===== config.mk =====
export PLATFORM = sky130hd
export DESIGN_NAME = lljp_predict
export DESIGN_NICKNAME = d
export VERILOG_FILES = /design/src/lljp_pkg.sv /design/src/lljp_predict.sv
export SDC_FILE = /design/constraint.sdc
export NUM_CORES = 1
export LEC_CHECK = 0
export ABC_AREA = 0
export ABC_CLOCK_PERIOD_IN_PS = 9950
export BUFFER_PORTS_ARGS = -buffer_cell sky130_fd_sc_hd__buf_2
export CAP_MARGIN = 20
export CORE_ASPECT_RATIO = 1.2
export CORE_UTILIZATION = 25
export DETAILED_ROUTE_END_ITERATION = 7
export GPL_TIMING_DRIVEN = 1
export REMOVE_ABC_BUFFERS = 1
export SLEW_MARGIN = 20
export SYNTH_ARGS = -nofsm -noshare
export SYNTH_HDL_FRONTEND = slang
export SYNTH_SLANG_ARGS = --single-unit

===== constraint.sdc =====
create_clock -name vclk -period 9.95
set_input_delay 2.4875 -clock vclk [all_inputs]
set_output_delay 2.4875 -clock vclk [all_outputs]
set_load 0.02 [all_outputs]

===== src/lljp_pkg.sv =====
package lljp_pkg;

    // Field and register widths
    localparam int PIXEL_W    = 8;
    localparam int MODE_W     = 3;
    localparam int IMG_W_W    = 11;
    localparam int IMG_H_W    = 16;
    localparam int CFG_IDX_W  = 2;
    localparam int CFG_DATA_W = 16;

    // Default row store depth
    localparam int MAX_WIDTH_DEF = 1024;

    // Register reset values
    localparam logic [IMG_W_W-1:0] IMG_W_RESET = IMG_W_W'(1024);
    localparam logic [IMG_H_W-1:0] IMG_H_RESET = IMG_H_W'(1);

    // Configuration register indexes
    localparam logic [CFG_IDX_W-1:0] CFG_MODE   = 2'd0;
    localparam logic [CFG_IDX_W-1:0] CFG_WIDTH  = 2'd1;
    localparam logic [CFG_IDX_W-1:0] CFG_HEIGHT = 2'd2;

    // Prediction modes
    typedef enum logic [MODE_W-1:0] {
        MODE_ZERO,
        MODE_ABOVE,
        MODE_LEFT,
        MODE_DIAG,
        MODE_PLANE,
        MODE_LEFT_GRAD,
        MODE_ABOVE_GRAD,
        MODE_AVERAGE
    } mode_t;

    // Neighborhood and control for one pixel
    typedef struct packed {
        mode_t              mode;
        logic               first_row;
        logic               first_col;
        logic [PIXEL_W-1:0] left;
        logic [PIXEL_W-1:0] above;
        logic [PIXEL_W-1:0] upper_left;
    } ctx_t;

    // One result item
    typedef struct packed {
        logic               eof;
        logic [PIXEL_W-1:0] residual;
    } res_t;

endpackage


===== src/lljp_predict.sv =====
module lljp_predict
    import lljp_pkg::*;
(
    input  ctx_t               ctx,
    input  logic [PIXEL_W-1:0] pixel,
    output logic [PIXEL_W-1:0] residual
);

    logic signed [PIXEL_W+2:0] a_s;
    logic signed [PIXEL_W+2:0] b_s;
    logic signed [PIXEL_W+2:0] c_s;
    logic signed [PIXEL_W+2:0] diff_bc;
    logic signed [PIXEL_W+2:0] diff_ac;
    logic signed [PIXEL_W+2:0] half_bc;
    logic signed [PIXEL_W+2:0] half_ac;
    logic signed [PIXEL_W+2:0] avg_ab;
    logic signed [PIXEL_W+2:0] pred;

    // Widen neighbors to signed
    assign a_s = $signed({3'b000, ctx.left});
    assign b_s = $signed({3'b000, ctx.above});
    assign c_s = $signed({3'b000, ctx.upper_left});

    // Halve differences, truncating toward zero
    assign diff_bc = b_s - c_s;
    assign diff_ac = a_s - c_s;
    assign half_bc = (diff_bc + $signed({{(PIXEL_W+2){1'b0}}, diff_bc[PIXEL_W+2]})) >>> 1;
    assign half_ac = (diff_ac + $signed({{(PIXEL_W+2){1'b0}}, diff_ac[PIXEL_W+2]})) >>> 1;
    assign avg_ab  = (a_s + b_s) >>> 1;

    // Select prediction, edges of the frame first
    always_comb
    begin
        if (ctx.mode == MODE_ZERO || (ctx.first_row && ctx.first_col))
        begin
            pred = '0;
        end
        else if (ctx.first_col)
        begin
            pred = b_s;
        end
        else if (ctx.first_row)
        begin
            pred = a_s;
        end
        else
        begin
            case (ctx.mode)
                MODE_ABOVE:      pred = b_s;
                MODE_LEFT:       pred = a_s;
                MODE_DIAG:       pred = c_s;
                MODE_PLANE:      pred = a_s + b_s - c_s;
                MODE_LEFT_GRAD:  pred = a_s + half_bc;
                MODE_ABOVE_GRAD: pred = b_s + half_ac;
                MODE_AVERAGE:    pred = avg_ab;
                default:         pred = '0;
            endcase
        end
    end

    // Residual modulo 256
    assign residual = pixel - pred[PIXEL_W-1:0];

endmodule


Yosys cells after proc, flatten, opt, wreduce, memory -nomap -nowiden
Cells that the tools add are included.
{"block": "classes", "n_addsub": 9, "n_reduce_logical": 3, "eq_ne": 7, "mux": 4}
{"operator": "8-bit one-hot mux with 7 select lines", "n": 1}
{"operator": "8-bit two-way mux", "n": 3}
{"operator": "9-bit by 2-bit adder with 9-bit output", "n": 2}
{"operator": "8-bit by 8-bit subtractor with 9-bit output", "n": 2}
{"operator": "8-bit adder", "n": 2}
{"operator": "8-bit subtractor", "n": 2}
{"operator": "3-bit == test (second input constant)", "n": 4}
{"operator": "8-bit by 8-bit adder with 9-bit output", "n": 1}
{"operator": "3-bit by 2-bit == test with 1-bit output (second input constant)", "n": 2}
{"operator": "3-bit by 1-bit == test with 1-bit output (second input constant)", "n": 1}
{"operator": "3-bit logical NOT", "n": 1}
{"operator": "1-bit logical AND", "n": 1}
{"operator": "1-bit logical OR", "n": 1}
{"block": "word_totals", "wordCells": 23, "out_inout_bits": 8, "reg_bits": 0}

Longest topological paths before layout
{"block": "logic_depth", "depth_word": 8, "depth_mapped": 30}

Least setup slack after synthesis
OpenSTA, ideal clock, no wires.
{"block": "synth_path", "path_type": "input -> output", "start": "input ctx[8] in the netlist's numbering", "end": "output residual[7]", "arrival_time_ps": 7629, "setup_slack_ps": -166, "cell_stages": 29, "cell_sequence": "inv_1 > ha_1 > inv_1 > fa_1 > a211oi_2 > o21ai_1 > a21o_1 > a21oi_2 > and2b_1 > ha_1 > xor2_1 > ha_1 > a21oi_1 > nor2b_1 > o31a_1 > nor2_1 > xor2_1 > nor2_1 > a221oi_1 > a221oi_1 > o21ai_0 > ha_1 > or3_1 > o21ai_0 > a21oi_1 > xnor2_1 > or3_1 > nand3_1 > a311oi_1"}
{"block": "synth_via", "elab_chain_len": 8}
{"element": "start, declared", "line": "lljp_predict.sv:4", "rtl": "input ctx_t ctx,"}
{"element": "8-bit by 8-bit subtractor with 9-bit output", "line": "lljp_predict.sv:25", "rtl": "assign diff_bc = b_s - c_s;"}
{"element": "9-bit by 2-bit adder with 9-bit output", "line": "lljp_predict.sv:27", "rtl": "assign half_bc = (diff_bc + $signed({{(PIXEL_W+2){1'b0}}, diff_bc[PIXEL_W+2]})) >>> 1;"}
{"element": "8-bit adder", "line": "lljp_predict.sv:53", "rtl": "MODE_LEFT_GRAD: pred = a_s + half_bc;"}
{"element": "8-bit one-hot mux with 7 select lines", "line": "lljp_predict.sv:48", "rtl": "case (ctx.mode)"}
{"element": "8-bit two-way mux", "line": "lljp_predict.sv:42", "rtl": "else if (ctx.first_row)"}
{"element": "8-bit two-way mux *", "line": "lljp_predict.sv:38", "rtl": "else if (ctx.first_col)"}
{"element": "8-bit two-way mux *", "line": "lljp_predict.sv:34", "rtl": "if (ctx.mode == MODE_ZERO || (ctx.first_row && ctx.first_col))"}
{"element": "8-bit subtractor *", "line": "lljp_predict.sv:62", "rtl": "assign residual = pixel - pred[PIXEL_W-1:0];"}
{"element": "end, declared", "line": "lljp_predict.sv:6", "rtl": "output logic [PIXEL_W-1:0] residual"}
Every way passes the cells marked *; elsewhere a longest branch is shown, timed or not.

Worst setup path in the final report
{"block": "layout_path", "start": "input ctx[0] in the netlist's numbering", "end": "output residual[7]"}
{"block": "layout_via", "elab_chain_len": 8}
{"element": "8-bit by 8-bit subtractor with 9-bit output, on equally long branches", "line": "lljp_predict.sv:26, lljp_predict.sv:25"}
{"element": "9-bit by 2-bit adder with 9-bit output, on equally long branches", "line": "lljp_predict.sv:28, lljp_predict.sv:27"}
{"element": "8-bit adder, on equally long branches", "line": "lljp_predict.sv:54, lljp_predict.sv:53"}
{"element": "8-bit one-hot mux with 7 select lines *", "line": "lljp_predict.sv:48"}
{"element": "8-bit two-way mux *", "line": "lljp_predict.sv:42"}
{"element": "8-bit two-way mux *", "line": "lljp_predict.sv:38"}
{"element": "8-bit two-way mux *", "line": "lljp_predict.sv:34"}
{"element": "8-bit subtractor *", "line": "lljp_predict.sv:62"}
Marks and branches as above.

==> results.cfg <==
[layout]
drive_gt1_share_pct = 34.2
nClkBuffers = 0
nFlopsAndLatches = 0
final_common_cell = buf_4
nets = 647
finalNonFillerCells = 704
final_cell_mix = 90 x buf_4, 50 x ha_1, 47 x nor2_1, 41 x buf_2, 30 x inv_1
area_growth_pct = 43.1
diodes = 0
seq_area_sq_um = 0

[grt]
antenna_found_initial = 0
grt_pass1_wl_mm = 16.9
gr-total-overflow = 0
grt_pass1_vias = 3638
grtUsageTotal_pct = 17.0
grt_max_degree = 24

[power]
p_per_area_nw_per_um2 = 103
ir_drop_v = 0.0000342
power.total_w = 0.000447
power_leakage_nw = 2.03

[sta]
hold_viol_final = 0
fmax_mhz = 97.5
period_share_pct = 103
layout_setup_ws_ns = -0.303
slew_headroom_pct = 61.9
setup_violations = 1
slew_viol_final = 0
fin_crit_ns = 10.25
tightest_slew_ns = 0.567
grt_setup_unrepaired = yes

[place]
place_congestion = 0.924
dp_worst_setup_slack_ns = -0.814
port-buffer-count = 45
dpl.hpwl_mm = 9.00
dp.cells = 690

[detailed_routing]
vias_per_cell = 5.09
drt_iter0_markers = 111
vias = 3580
wl_per_cell_um = 14.9
routed_wl_mm = 10.5
ant_nets = 0
firstDrtPassIters = 4
drc = 0

[clock_network]
holdBufCountCts = 0

[yosys]
avgSynthCellArea_sq_um = 7.16
syn_inst = 422
ys_seq_area_share_pct = 0
yosys_warnings = 0
yosysUniqueCellTypes = 57
synth_area_sq_um = 3020

[worst_setup_path]
required_ns = 7.46
cp_num_buf_inv = 5
critPathMaxFanout = 4
crit_top_cell = nor2_1
worstSetupPathType = primary input to primary output
crit_arrival_ns = 7.77
cp-end-kind = primary output
slowest_stage = fa_2
cp-start-kind = primary input
cp_top_family = simple AND/OR/NAND/NOR gates
critPathMaxStageDelay_ns = 0.38

[outcome]
status = complete, but fails checks
violations = setup timing

[min_path]
holdCritPathClass = primary input to primary output

[floorplan]
io_pins = 45
die_width_um = 102
rows = 43
die_y_um = 122
die_area_sq_um = 12500
core-area_sq_um = 11700
initial_core_util_pct = 25.9

[job]
drv_cap = 0
kinds of logic after synthesis:
group / Yosys count / share of synthesized area (%)
adders and majority gates: 61 / 27.0
buffers and inverters: 43 / 5.34
AOI/OAI and AO/OA: 118 / 27.3
xor gates and xnor gates: 50 / 14.7
and+or+nand+nor: 142 / 22.9
muxes: 8 / 2.73
layout make-up:
type,instances,area (sq um)
Tap cell,157,196
Inverter,33,126
Timing Repair Buffer,135,926
Multi-Input combinational cell,379,3080
Fill cell,1233,7350
power breakdown:
part | internal (W) | switching [W]
registers | 0 | 0
clock network | 0 | 0
logic | 0.000216 | 0.000230
worst min-delay path: stages:
cell and delay, ns:
buf_2 0.09, inv_1 0.05, ha_1 0.12, inv_1 0.03, buf_2 0.14
final timing paths:
path / start / to / slack, ns / cells after the start
worst min-delay path: pixel[0] / residual[0] / 5.41 / 5
worst max-delay path: ctx[0] / residual[7] / -0.30 / 32
cell usage after synthesis, types with 4 or more instances:
cell      count  area (sq um)
a21o_1       12          90.1
a21oi_1      23           115
a221oi_1      4          35.0
a22o_1        4          35.0
a22oi_1       4          30.0
and3_1        4          25.0
clkbuf_1     10          37.5
fa_1          7           140
ha_1         54           676
inv_1        33           124
mux2i_1       6          60.1
nand2_1      24          90.1
nand3_1      15          75.1
nor2_1       47           176
nor2b_1      15          93.8
nor3_1       14          70.1
o21a_1        4          30.0
o21ai_0      24           120
o22ai_1       4          25.0
or3_1         4          25.0
xnor2_1      29           254
xor2_1       20           175
metrics by stage:
stage	area [sq um]	hold slack (ns)	setup TNS (ns)	utilization (%)
after floorplan	2990	5.21	-0.161	-
after global placement	3980	5.41	-0.809	34.1
after detailed placement	3980	5.41	-1.07	34.1
after CTS	4190	5.41	-0.331	35.9
after global routing	4330	5.46	-0.649	37.0
final	4330	5.41	-0.303	37.0
routing by layer:
| metal | track usage [%] | up-vias | wire (um) |
|---|---|---|---|
| li1 | - | 1778 | - |
| met1 | 18.7 | 1683 | 4230 |
| met2 | 33.9 | 97 | 5600 |
| met3 | 0.740 | 22 | 349 |
| met4 | 5.45 | 0 | 331 |
| met5 | 0 | - | 0 |
what timing repair did:
action / 4_1_cts / 5_1_grt
pin swaps: 26 / 17
endpoints found under the setup margin: 3 / 3
gates resized for setup: 37 / 21
hold endpoints to repair: 0 / 0
buffers inserted: 9 / 5
(Power assumes the default switching activity.)
