<file path="src/lljp_pkg.sv">
package lljp_pkg;

    // Field and register widths
    localparam int PIXEL_W    = 8;
    localparam int MODE_W     = 3;
    localparam int IMG_W_W    = 11;
    localparam int IMG_H_W    = 16;
    localparam int CFG_IDX_W  = 2;
    localparam int CFG_DATA_W = 16;

    // Default row store depth
    localparam int MAX_WIDTH_DEF = 1024;

    // Register reset values
    localparam logic [IMG_W_W-1:0] IMG_W_RESET = IMG_W_W'(1024);
    localparam logic [IMG_H_W-1:0] IMG_H_RESET = IMG_H_W'(1);

    // Configuration register indexes
    localparam logic [CFG_IDX_W-1:0] CFG_MODE   = 2'd0;
    localparam logic [CFG_IDX_W-1:0] CFG_WIDTH  = 2'd1;
    localparam logic [CFG_IDX_W-1:0] CFG_HEIGHT = 2'd2;

    // Prediction modes
    typedef enum logic [MODE_W-1:0] {
        MODE_ZERO,
        MODE_ABOVE,
        MODE_LEFT,
        MODE_DIAG,
        MODE_PLANE,
        MODE_LEFT_GRAD,
        MODE_ABOVE_GRAD,
        MODE_AVERAGE
    } mode_t;

    // Neighborhood and control for one pixel
    typedef struct packed {
        mode_t              mode;
        logic               first_row;
        logic               first_col;
        logic [PIXEL_W-1:0] left;
        logic [PIXEL_W-1:0] above;
        logic [PIXEL_W-1:0] upper_left;
    } ctx_t;

    // One result item
    typedef struct packed {
        logic               eof;
        logic [PIXEL_W-1:0] residual;
    } res_t;

endpackage

</file>
<file path="src/lljp_skid.sv">
module lljp_skid
    import lljp_pkg::*;
(
    input  logic clk,
    input  logic rst_n,
    input  logic in_valid,
    output logic in_ready,
    input  res_t in_data,
    output logic out_valid,
    input  logic out_ready,
    output res_t out_data
);

    logic out_valid_reg;
    logic out_valid_next;
    logic skid_valid_reg;
    logic skid_valid_next;
    res_t out_data_reg;
    res_t skid_data_reg;
    logic load_out;
    logic load_skid;
    logic drain_skid;

    assign in_ready = !skid_valid_reg;

    // Route each transaction to the output register or the skid stage
    always_comb
    begin
        out_valid_next  = out_valid_reg;
        skid_valid_next = skid_valid_reg;
        load_out        = 1'b0;
        load_skid       = 1'b0;
        drain_skid      = 1'b0;
        if (skid_valid_reg)
        begin
            if (out_ready)
            begin
                drain_skid      = 1'b1;
                skid_valid_next = 1'b0;
            end
        end
        else if (in_valid)
        begin
            if (!out_valid_reg || out_ready)
            begin
                load_out       = 1'b1;
                out_valid_next = 1'b1;
            end
            else
            begin
                load_skid       = 1'b1;
                skid_valid_next = 1'b1;
            end
        end
        else if (out_ready)
        begin
            out_valid_next = 1'b0;
        end
    end

    // Hold control state
    always_ff @(posedge clk or negedge rst_n)
    begin
        if (!rst_n)
        begin
            out_valid_reg  <= 1'b0;
            skid_valid_reg <= 1'b0;
        end
        else
        begin
            out_valid_reg  <= out_valid_next;
            skid_valid_reg <= skid_valid_next;
        end
    end

    // Advance payload
    always_ff @(posedge clk)
    begin
        if (drain_skid)
        begin
            out_data_reg <= skid_data_reg;
        end
        else if (load_out)
        begin
            out_data_reg <= in_data;
        end
        if (load_skid)
        begin
            skid_data_reg <= in_data;
        end
    end

    assign out_valid = out_valid_reg;
    assign out_data  = out_data_reg;

endmodule

</file>
<file path="config.mk">
export PLATFORM = sky130hd
export DESIGN_NAME = lljp_skid
export DESIGN_NICKNAME = d
export VERILOG_FILES = /design/src/lljp_pkg.sv /design/src/lljp_skid.sv
export SDC_FILE = /design/constraint.sdc
export NUM_CORES = 1
export LEC_CHECK = 0
export ABC_AREA = 1
export BUFFER_PORTS_ARGS = -buffer_cell sky130_fd_sc_hd__buf_2
export CELL_PAD_IN_SITES_DETAIL_PLACEMENT = 0
export CELL_PAD_IN_SITES_GLOBAL_PLACEMENT = 1
export CORE_UTILIZATION = 37
export CTS_CLUSTER_SIZE = 10
export DETAILED_ROUTE_END_ITERATION = 16
export GPL_TIMING_DRIVEN = 1
export PLACE_DENSITY_LB_ADDON = 0.1
export RECOVER_POWER = 25
export SYNTH_ARGS = -nofsm -noshare
export SYNTH_HDL_FRONTEND = slang
export SYNTH_SLANG_ARGS = --single-unit
</file>
<file path="constraint.sdc">
create_clock -name clk -period 1.6 [get_ports clk]
set_input_delay 0.08 -clock clk [delete_from_list [all_inputs] [get_ports clk]]
set_output_delay 0.08 -clock clk [all_outputs]
set_load 0.01 [all_outputs]
</file>
# Word-level counts from Yosys, hierarchy flattened
# Index checks and enable logic that the tools add are counted.
# word_totals
ff_bits	20
# classes
eq_ne	1
bitwise	1
mux	15
n_reduce_logical	6
# ops
op	count
$mux 9	2
$mux 1	13
$reduce_bool 2->1	2
$reduce_and 3->1	1
$logic_not 1->1	2
$ne 2x1->1 const B	1
$logic_or 1x1->1	1
$not 1->1	1

# Depth between registers and ports, before layout
# Gate-level depths: netlist of run 1.
# logic_depth
ltp_word	7
ltp_mapped	4
mapped_depth_nobuf	4

# Least setup slack after synthesis of run 1
# Ideal clock, no wire load.
# synth_path
kind	register to register
startpoint	register skid_valid_reg
endpoint	register skid_data_reg[0] in the netlist's numbering, enable pin
path_stages_with_launch	5
setup_ns	0.345
period_less_slack_ns	1.287
setup_slack_ns	0.313
arrival_ns	0.942
path_buffers	1
path_cell_list	dfrtp_1 -> buf_6 -> nor2_4 -> inv_2 -> nor2_2
# synth_via
elab_chain_cells	1
# synth_rtl
item	line	source
start: declaration	lljp_skid.sv:16	logic skid_valid_reg;
start signal: assignment	lljp_skid.sv:72	skid_valid_reg <= skid_valid_next;
$mux 1	lljp_skid.sv:34	if (skid_valid_reg)
via load_skid	lljp_skid.sv:21	logic load_skid;
end signal: assignment	lljp_skid.sv:89	skid_data_reg <= in_data;
end: declaration	lljp_skid.sv:19	res_t skid_data_reg;
# The timed path passes the listed nets, and every way through them passes these cells.
# A chain may end at the register's enable or synchronous reset.

# Worst setup path after layout of run 1
# layout_path
startpoint	register skid_valid_reg
endpoint	register out_data_reg, in the netlist out_data[5], enable pin
# layout_via
elab_chain_cells	2
word_cells_on_any_way	3
# layout_rtl
item	line	source
$mux 1	lljp_skid.sv:34	
$reduce_bool 2->1 (no source line) (*)	-	
end signal: assignment	lljp_skid.sv:81	out_data_reg <= skid_data_reg;
end signal: assignment	lljp_skid.sv:85	out_data_reg <= in_data;
end: declaration	lljp_skid.sv:18	res_t out_data_reg;
# Every way passes the cells marked *; elsewhere a longest branch is shown, timed or not.

==> Implementation_results.wiki, run 1 <==
{| class="wikitable"
! Metric !! Value
|-
| Number of remaining DRC errors || 0
|-
| Clock sink count || 20
|-
| Full die area || 2340 um2
|-
| Resized Gates After CTS || 0
|-
| Core region area || 1982 um2
|-
| Pin count of the biggest net entering global routing || 14
|-
| Post-synth top cells || nand2_1 (25), edfxtp_1 (18), nand3_1 (9)
|-
| Number of synthesized register bits || 20
|-
| Setup CP Type || reg2reg
|-
| Horizontal die dimension || 48.38 um
|-
| Unrepaired setup endpoints after global routing || false
|-
| Leftover overflow at the end of global routing || 0
|-
| Fraction of final layout cells with drive strength greater than 1 || 25.49%
|-
| Total internal power || 938.2 uW
|-
| Setup TNS || 0 ns
|-
| Number of flops mapped to enable cells by yosys || 18
|-
| Post-Synthesis Cells || 64
|-
| Final Hold Violating Endpoints || 0
|-
| Req. time, crit path || 1.58 ns
|-
| Maximum number of buffers from clock root to sink || 2
|-
| Run status || completed
|-
| Max FO, Critical Path || 9
|-
| Number of synthesis warnings || 0
|-
| Logic gate share of total power || 12.7%
|-
| Main area contributors after synthesis || edfxtp_1 (68%), nand2_1 (12%), dfrtp_1 (6.3%), nand3_1 (5.7%), buf_6 (2.8%)
|-
| Number of max-capacitance violations reported || 0
|-
| Max Clk Rate || 775.2 MHz
|-
| Die span in y || 48.38 um
|-
| Min Tclk post-route || 1.290 ns
|-
| Post-route worst hold slack || 0.02848 ns
|-
| Final standard cell utilization of the core || 54.86%
|-
| Iteration count of the initial detailed-routing pass || 4
|-
| Standard-cell row count || 16
|-
| Vias in the first global route || 552
|-
| Worst setup slack after layout || 0.3101 ns
|-
| GRT Total Usage || 13.92%
|-
| Post-synth top area share || 67.92%
|-
| Total setup buffers inserted after CTS || 0
|-
| Number of buffers created by CTS || 3
|-
| Nature of the critical path startpoint || register
|-
| Synthesized area per cell || 12.43 um2
|-
| Total half-perimeter wirelength after legalization and detailed placement || 998.1 um
|-
| Proportion of power drawn by flip-flops and latches || 53.2%
|-
| Antenna violations before repair || 0
|-
| Final weighted congestion in routability-driven placement || 0.7100
|-
| Total Wirelength || 1.418 mm
|-
| Final non-filler cell total || 129
|-
| Switching power || 257.3 uW
|-
| Cell Area, Synth || 795.8 um2
|-
| Fraction of the cycle the final worst path needs || 80.62%
|-
| Nature of the critical path endpoint || register
|-
| Syn Nets || 77
|-
| Leakage power || 0.4678 nW
|-
| Cell count after placement || 115
|-
| Sequential cell area fraction in the yosys report || 74.21%
|-
| Most frequent cell after synthesis || nand2_1
|-
| Clock network fraction of design power || 34.1%
|-
| Number of routed nets with antenna violations || 0
|-
| First-pass GRT wire length || 2.359 mm
|-
| Worst VDD drop || 0.5908 mV
|-
| Classification of the worst-slack hold path || in2reg
|-
| # port buffers || 23
|-
| CTS Root Buffer Type || clkbuf_4
|-
| Library cells used by synthesis || 11
|-
| Final setup skew || 0.0008643 ns
|-
| Transition at the pin with the smallest max-transition slack || 0.3304 ns
|-
| Fraction of registers with async set or reset after synthesis || 10.00%
|-
| Top-Level Pins || 24
|-
| Count of vias placed by the detailed router || 561
|-
| Most frequently used flop master after synthesis || edfxtp_1
|-
| Latest clock arrival within the worst-skew pair || 0.30 ns
|-
| Antenna Diode Count || 0
|-
| Max-slew headroom at the worst pin || 77.92%
|-
| Finish-stage setup viols || 0
|-
| Power Density || 1100 nW/um2
|-
| Pins Over Slew Limit || 0
|-
| Fin nets || 116
|-
| Pre-CTS worst setup slack || 0.3064 ns
|-
| Layout Area Growth over Synthesis || 36.63%
|-
| Fraction of power spent switching nets || 21.52%
|-
| Number of levels the H-tree was split into || 1
|-
| Vias per cell || 4.349
|-
| Initial Util || 40.15%
|-
| Clock tree from TritonCTS || built
|-
| Register clock-pin slew on the reported worst setup and hold paths || 0.11 ns
|-
| WL/cell || 10.99 um
|-
| Starting DRT DRC Count || 10
|-
| Critical Path AT || 1.27 ns
|-
| Synth area leader || edfxtp_1
|}
## worst max-delay path, cell delays in order (launching register included)
cell and delay (ns):
dfrtp_1 0.50, nor2_4 0.15, nand2_1 0.06, nand2_1 0.26
## cells by family (layout without fill, tap and decap cells)
| family | count (synthesis) | in the layout | synth area share, % |
|---|---|---|---|
| and+or+nand+nor | 37 | 37 | 20.44 |
| DFF | 20 | 20 | 74.21 |
| buffers and inverters | 6 | 44 | 4.716 |
| AOI/OAI and AO/OA | 1 | 1 | 0.6283 |
## per-layer routing
| layer | track usage [%] | part of all wire [%] |
|---|---|---|
| met1 | 18.01 | 49 |
| met2 | 21.36 | 43 |
| met3 | 2.830 | 5.3 |
| met4 | 8.824 | 2.6 |
| met5 | 0 | 0 |
## final timing paths
| check | from | slack, ns | cells past startpoint | endpoint |
|---|---|---|---|---|
| worst max-delay path | skid_valid_reg$_DFF_PN0_ | 0.31 | 3 | out_data[5]$_DFFE_PP_ |
| worst min-delay path | in_valid | 0.03 | 3 | skid_valid_reg$_DFF_PN0_ |
| worst max register to register | skid_valid_reg$_DFF_PN0_ | 0.31 | 3 | out_data[5]$_DFFE_PP_ |
| worst min register to register | out_valid$_DFFE_PN0P_ | 0.54 | 2 | out_valid$_DFFE_PN0P_ |
| max in group asynchronous | rst_n | 1.41 | 2 | skid_valid_reg$_DFF_PN0_ |
| min in group asynchronous | rst_n | 0.07 | 2 | out_valid$_DFFE_PN0P_ |
## placed cells by master (no fill, tap or decap)
cell	Yosys	layout
nand2_1	25	25
edfxtp_1	18	18
buf_2	0	15
dlygate4sd3_1	0	10
nand3_1	9	9
clkbuf_1	0	8
inv_1	3	3
clkbuf_4	0	3
buf_4	0	3
dfrtp_1	2	2
nand2_2	1	1
nor2_4	1	1
a21oi_1	1	1
inv_2	1	1
nor2_2	1	1
bufinv_16	0	1
## per-stage QoR
stage	instance area (um2)	power, mW
floorplan	795.8	0.7243
global placement	944.7	0.7860
detailed placement	944.7	0.7865
CTS	1097	1.211
global route	1087	1.249
finish	1087	1.195
## cell type report
type | count | area, um2
fillers | 172 | 894.6
repair buffers | 36 | 227.7
inverters | 4 | 15.01
flip-flops and latches | 20 | 590.6
clock buffers | 3 | 22.52
well taps | 27 | 33.78
multi-input cells | 38 | 167.7
clock inverters | 1 | 30.03
## repair_timing
item	in CTS	in global routing
hold buffers	10	0
hold endpoints to repair	11	0
setup endpoints to repair	0	0
## power by group through the flow
stage / logic, mW / clock network [mW] / registers (mW)
2_1_floorplan: 0.0661 / 0 / 0.658
3_3_place_gp: 0.139 / 0 / 0.647
3_5_place_dp: 0.139 / 0 / 0.647
4_1_cts: 0.158 / 0.418 / 0.636
5_1_grt: 0.172 / 0.437 / 0.640
6_report: 0.152 / 0.408 / 0.635
(Power assumes the default switching activity.)
==> run 2, diff against run 1 <==
--- a/config.mk
+++ b/config.mk
@@ -9,7 +9,8 @@
 export BUFFER_PORTS_ARGS = -buffer_cell sky130_fd_sc_hd__buf_2
 export CELL_PAD_IN_SITES_DETAIL_PLACEMENT = 0
 export CELL_PAD_IN_SITES_GLOBAL_PLACEMENT = 1
-export CORE_UTILIZATION = 37
+export CORE_ASPECT_RATIO = 0.6
+export CORE_UTILIZATION = 34
 export CTS_CLUSTER_SIZE = 10
 export DETAILED_ROUTE_END_ITERATION = 16
 export GPL_TIMING_DRIVEN = 1
==> constraint.sdc (replaced) <==
create_clock -name clk -period 1.1 [get_ports clk]
set_input_delay 0.055 -clock clk [delete_from_list [all_inputs] [get_ports clk]]
set_output_delay 0.055 -clock clk [all_outputs]
set_load 0.01 [all_outputs]
==> run 2 against run 1 <==
Non-clock buffer count rose by 5. Cell area increased by 11%. Sequential share of layout area down 5.1 points. First-iteration DRC count rose to 2.9 times the previous value. Maximum frequency increased by 18%. Sequential power rose by 45%. Via count rose by 3.6%. Critical path depth grew 1. Combinational power increased by 98%.
==> Implementation_results.wiki, run 2 (same netlist as run 1, synthesis figures left out) <==
{| class="wikitable"
! Metric !! Value
|-
| Run status || completed (unchanged)
|-
| Final setup skew || 0.001694 ns (was 0.0008643 ns)
|-
| Antenna violations before repair || 0 (unchanged)
|-
| Clock sink count || 20 (unchanged)
|-
| First-pass GRT wire length || 2.408 mm (was 2.359 mm)
|-
| Nature of the critical path startpoint || register (unchanged)
|-
| GRT Total Usage || 13.73% (was 13.92%)
|-
| Top library cells by usage in the layout, fill and taps aside || nand2_1 (24), edfxtp_1 (18), buf_2 (17), dlygate4sd3_1 (10) (was nand2_1 (25), edfxtp_1 (18), buf_2 (15), dlygate4sd3_1 (10), nand3_1 (9))
|-
| Max Clk Rate || 914.5 MHz (was 775.2 MHz)
|-
| Antenna Diode Count || 0 (unchanged)
|-
| Fraction of final layout cells with drive strength greater than 1 || 37.38% (was 25.49%)
|-
| Vias per cell || 4.241 (was 4.349)
|-
| Seq. cell area || 591.8 um2 (was 590.6 um2)
|-
| Vias in the first global route || 512 (was 552)
|-
| Min Tclk post-route || 1.093 ns (was 1.290 ns)
|-
| Length of routed wiring on met1 || 816 um (was 690 um)
|-
| Cell count after placement || 120 (was 115)
|-
| Final Hold Violating Endpoints || 0 (unchanged)
|-
| Layout Area Growth over Synthesis || 51.26% (was 36.63%)
|-
| Total stage count of the critical path || 4 (was 3)
|-
| Max stage delay on crit path || 0.44 ns (was 0.50 ns)
|-
| Horizontal die dimension || 64.46 um (was 48.38 um)
|-
| Worst hold stages || 3 (unchanged)
|-
| Leading cell type in the layout, fill and taps excluded || nand2_1 (unchanged)
|-
| Number of remaining DRC errors || 0 (unchanged)
|-
| Full die area || 2544 um2 (was 2340 um2)
|-
| Dominant delay contributor by cell family on the critical path || flip-flops (unchanged)
|-
| Finish-stage setup viols || 0 (unchanged)
|-
| Worst-path cell chain || nor2_4 -> inv_2 -> nor2_4 -> buf_12 (was nor2_4 -> nand2_1 -> nand2_1)
|-
| Starting DRT DRC Count || 29 (was 10)
|-
| Setup CP Type || reg2reg (unchanged)
|-
| Number of buffers created by CTS || 3 (unchanged)
|-
| Cells on worst reg2reg path || 4 (was 3)
|-
| Classification of the worst-slack hold path || in2reg (unchanged)
|-
| Leftover overflow at the end of global routing || 0 (unchanged)
|-
| Fin nets || 121 (was 116)
|-
| CTS Root Buffer Type || clkbuf_8 (was clkbuf_4)
|-
| Max-slew headroom at the worst pin || 88.32% (was 77.92%)
|-
| Critical Path AT || 1.07 ns (was 1.27 ns)
|-
| Met2 wirelength from detailed routing || 662 um (was 616 um)
|-
| WL/cell || 11.45 um (was 10.99 um)
|-
| Slowest CP cell || dfrtp_2 (was dfrtp_1)
|-
| Number of max-capacitance violations reported || 0 (unchanged)
|-
| Most frequent cell on the critical path || nor2_4 (was nand2_1)
|-
| Area of the multi-input gates || 200.2 um2 (was 167.7 um2)
|-
| Maximum number of buffers from clock root to sink || 2 (unchanged)
|-
| Final non-filler cell total || 137 (was 129)
|-
| Final-layout fill cell count || 193 (was 172)
|-
| Req. time, crit path || 1.07 ns (was 1.58 ns)
|-
| Die span in y || 39.48 um (was 48.38 um)
|-
| Met3 routed wirelength || 77 um (was 75 um)
|-
| Initial Util || 36.51% (was 40.15%)
|-
| Standard-cell row count || 13 (was 16)
|-
| Number of levels the H-tree was split into || 1 (unchanged)
|-
| Final weighted congestion in routability-driven placement || 0.7249 (was 0.7100)
|-
| Nature of the critical path endpoint || register (unchanged)
|-
| Power Density || 1412 nW/um2 (was 1100 nW/um2)
|-
| Pins Over Slew Limit || 0 (unchanged)
|-
| Pin count of the biggest net entering global routing || 12 (was 14)
|-
| Total power draw || 1.699 mW (was 1.195 mW)
|-
| Total half-perimeter wirelength after legalization and detailed placement || 1.053 mm (was 998.1 um)
|-
| Total Wirelength || 1.569 mm (was 1.418 mm)
|-
| Transition at the pin with the smallest max-transition slack || 0.1746 ns (was 0.3304 ns)
|-
| Fraction of the cycle the final worst path needs || 99.40% (was 80.62%)
|-
| Number of routed nets with antenna violations || 0 (unchanged)
|-
| Count of vias placed by the detailed router || 581 (was 561)
|-
| Top-Level Pins || 24 (unchanged)
|-
| Latest clock arrival within the worst-skew pair || 0.25 ns (was 0.30 ns)
|-
| Unrepaired setup endpoints after global routing || true (was false)
|-
| Leakage power || 0.5127 nW (was 0.4678 nW)
|-
| Register clock-pin slew on the reported worst setup and hold paths || 0.07 ns (was 0.11 ns)
|-
| Top routing layer in use || met4 (unchanged)
|-
| Iteration count of the initial detailed-routing pass || 2 (was 4)
|-
| CP Buf/Inv Count || 2 (was 0)
|-
| Core region area || 2180 um2 (was 1982 um2)
|-
| Worst VDD drop || 0.9971 mV (was 0.5908 mV)
|-
| Max FO, Critical Path || 9 (unchanged)
|-
| Clock tree from TritonCTS || built (unchanged)
|-
| # port buffers || 23 (unchanged)
|}
## run 2: cell count changes in the layout (fill, tap and decap cells not counted), moves of 2 or more
cell / previous run / this run
clkbuf_4: 3 / 0
clkbuf_8: 0 / 3
buf_6: 0 / 4
nand3_1: 9 / 5
clkbuf_1: 8 / 5
nand3_2: 0 / 4
buf_12: 0 / 2
buf_2: 15 / 17
## run 2: cell type report
| cell class | instances | share of cell area, % |
|---|---|---|
| Clock buffer | 3 | 3.430 |
| Clock inverter | 1 | 0.3119 |
| Inverter | 4 | 1.455 |
| Multi-Input combinational cell | 38 | 16.63 |
| Sequential cell | 20 | 49.17 |
| Tap cell | 30 | 3.119 |
| Timing Repair Buffer | 41 | 25.88 |
## run 2: tightest hold or removal path: stages
cell and delay (ns):
buf_2 0.10, nand2_1 0.06, a21oi_1 0.05
## run 2: through the flow
stage / TNS (ns) / worst slack, ns / hold slack [ns] / cell area, um2 / utilization, %
global route: -0.3136 / -0.02923 / 0.07088 / 1204 / 55.22
CTS: -0.01282 / -0.005840 / 0.06315 / 1172 / 53.79
detailed placement: -0.4900 / -0.05465 / -0.1543 / 988.4 / 45.35
floorplan: -0.7612 / -0.07923 / -0.2406 / 808.3 / -
global placement: -0.2654 / -0.02969 / -0.1537 / 988.4 / 45.35
finish: 0 / 0.006547 / 0.05377 / 1204 / 55.22
## run 2: path summary, 6_finish.rpt
kind | from | endpoint | slack (ns)
max | skid_valid_reg$_DFF_PN0_ | skid_data_reg[8]$_DFFE_PP_ | 0.007
min | in_valid | skid_valid_reg$_DFF_PN0_ | 0.05
max reg2reg | skid_valid_reg$_DFF_PN0_ | skid_data_reg[8]$_DFFE_PP_ | 0.007
min reg2reg | skid_data_reg[2]$_DFFE_PP_ | out_data[2]$_DFFE_PP_ | 0.54
max in group asynchronous | rst_n | skid_valid_reg$_DFF_PN0_ | 0.83
min in group asynchronous | rst_n | out_valid$_DFFE_PN0P_ | 0.13
## run 2: power by group
group          total [mW]  internal [mW]  switching [mW]  leakage, nW
registers           0.921          0.901          0.0193        0.191
clock network       0.478          0.248           0.230       0.0231
logic               0.301          0.145           0.156        0.298
total                1.70           1.29           0.405        0.513
## run 2: metal layers
| metal | track usage (%) | up-vias |
|---|---|---|
| met1 | 16.91 | 263 |
| li1 | - | 301 |
| met2 | 22.11 | 15 |
| met4 | 3.333 | 0 |
| met5 | 0 | - |
| met3 | 6.395 | 2 |
## run 2: timing repair
action                                  CTS  global route
hold buffers                             10             0
pin swaps                                 1             1
endpoints found under the setup margin   10            28
gates cloned                              0             0
buffers inserted                          3             0
endpoints found under the hold margin    11             0
gates resized for setup                   2             9
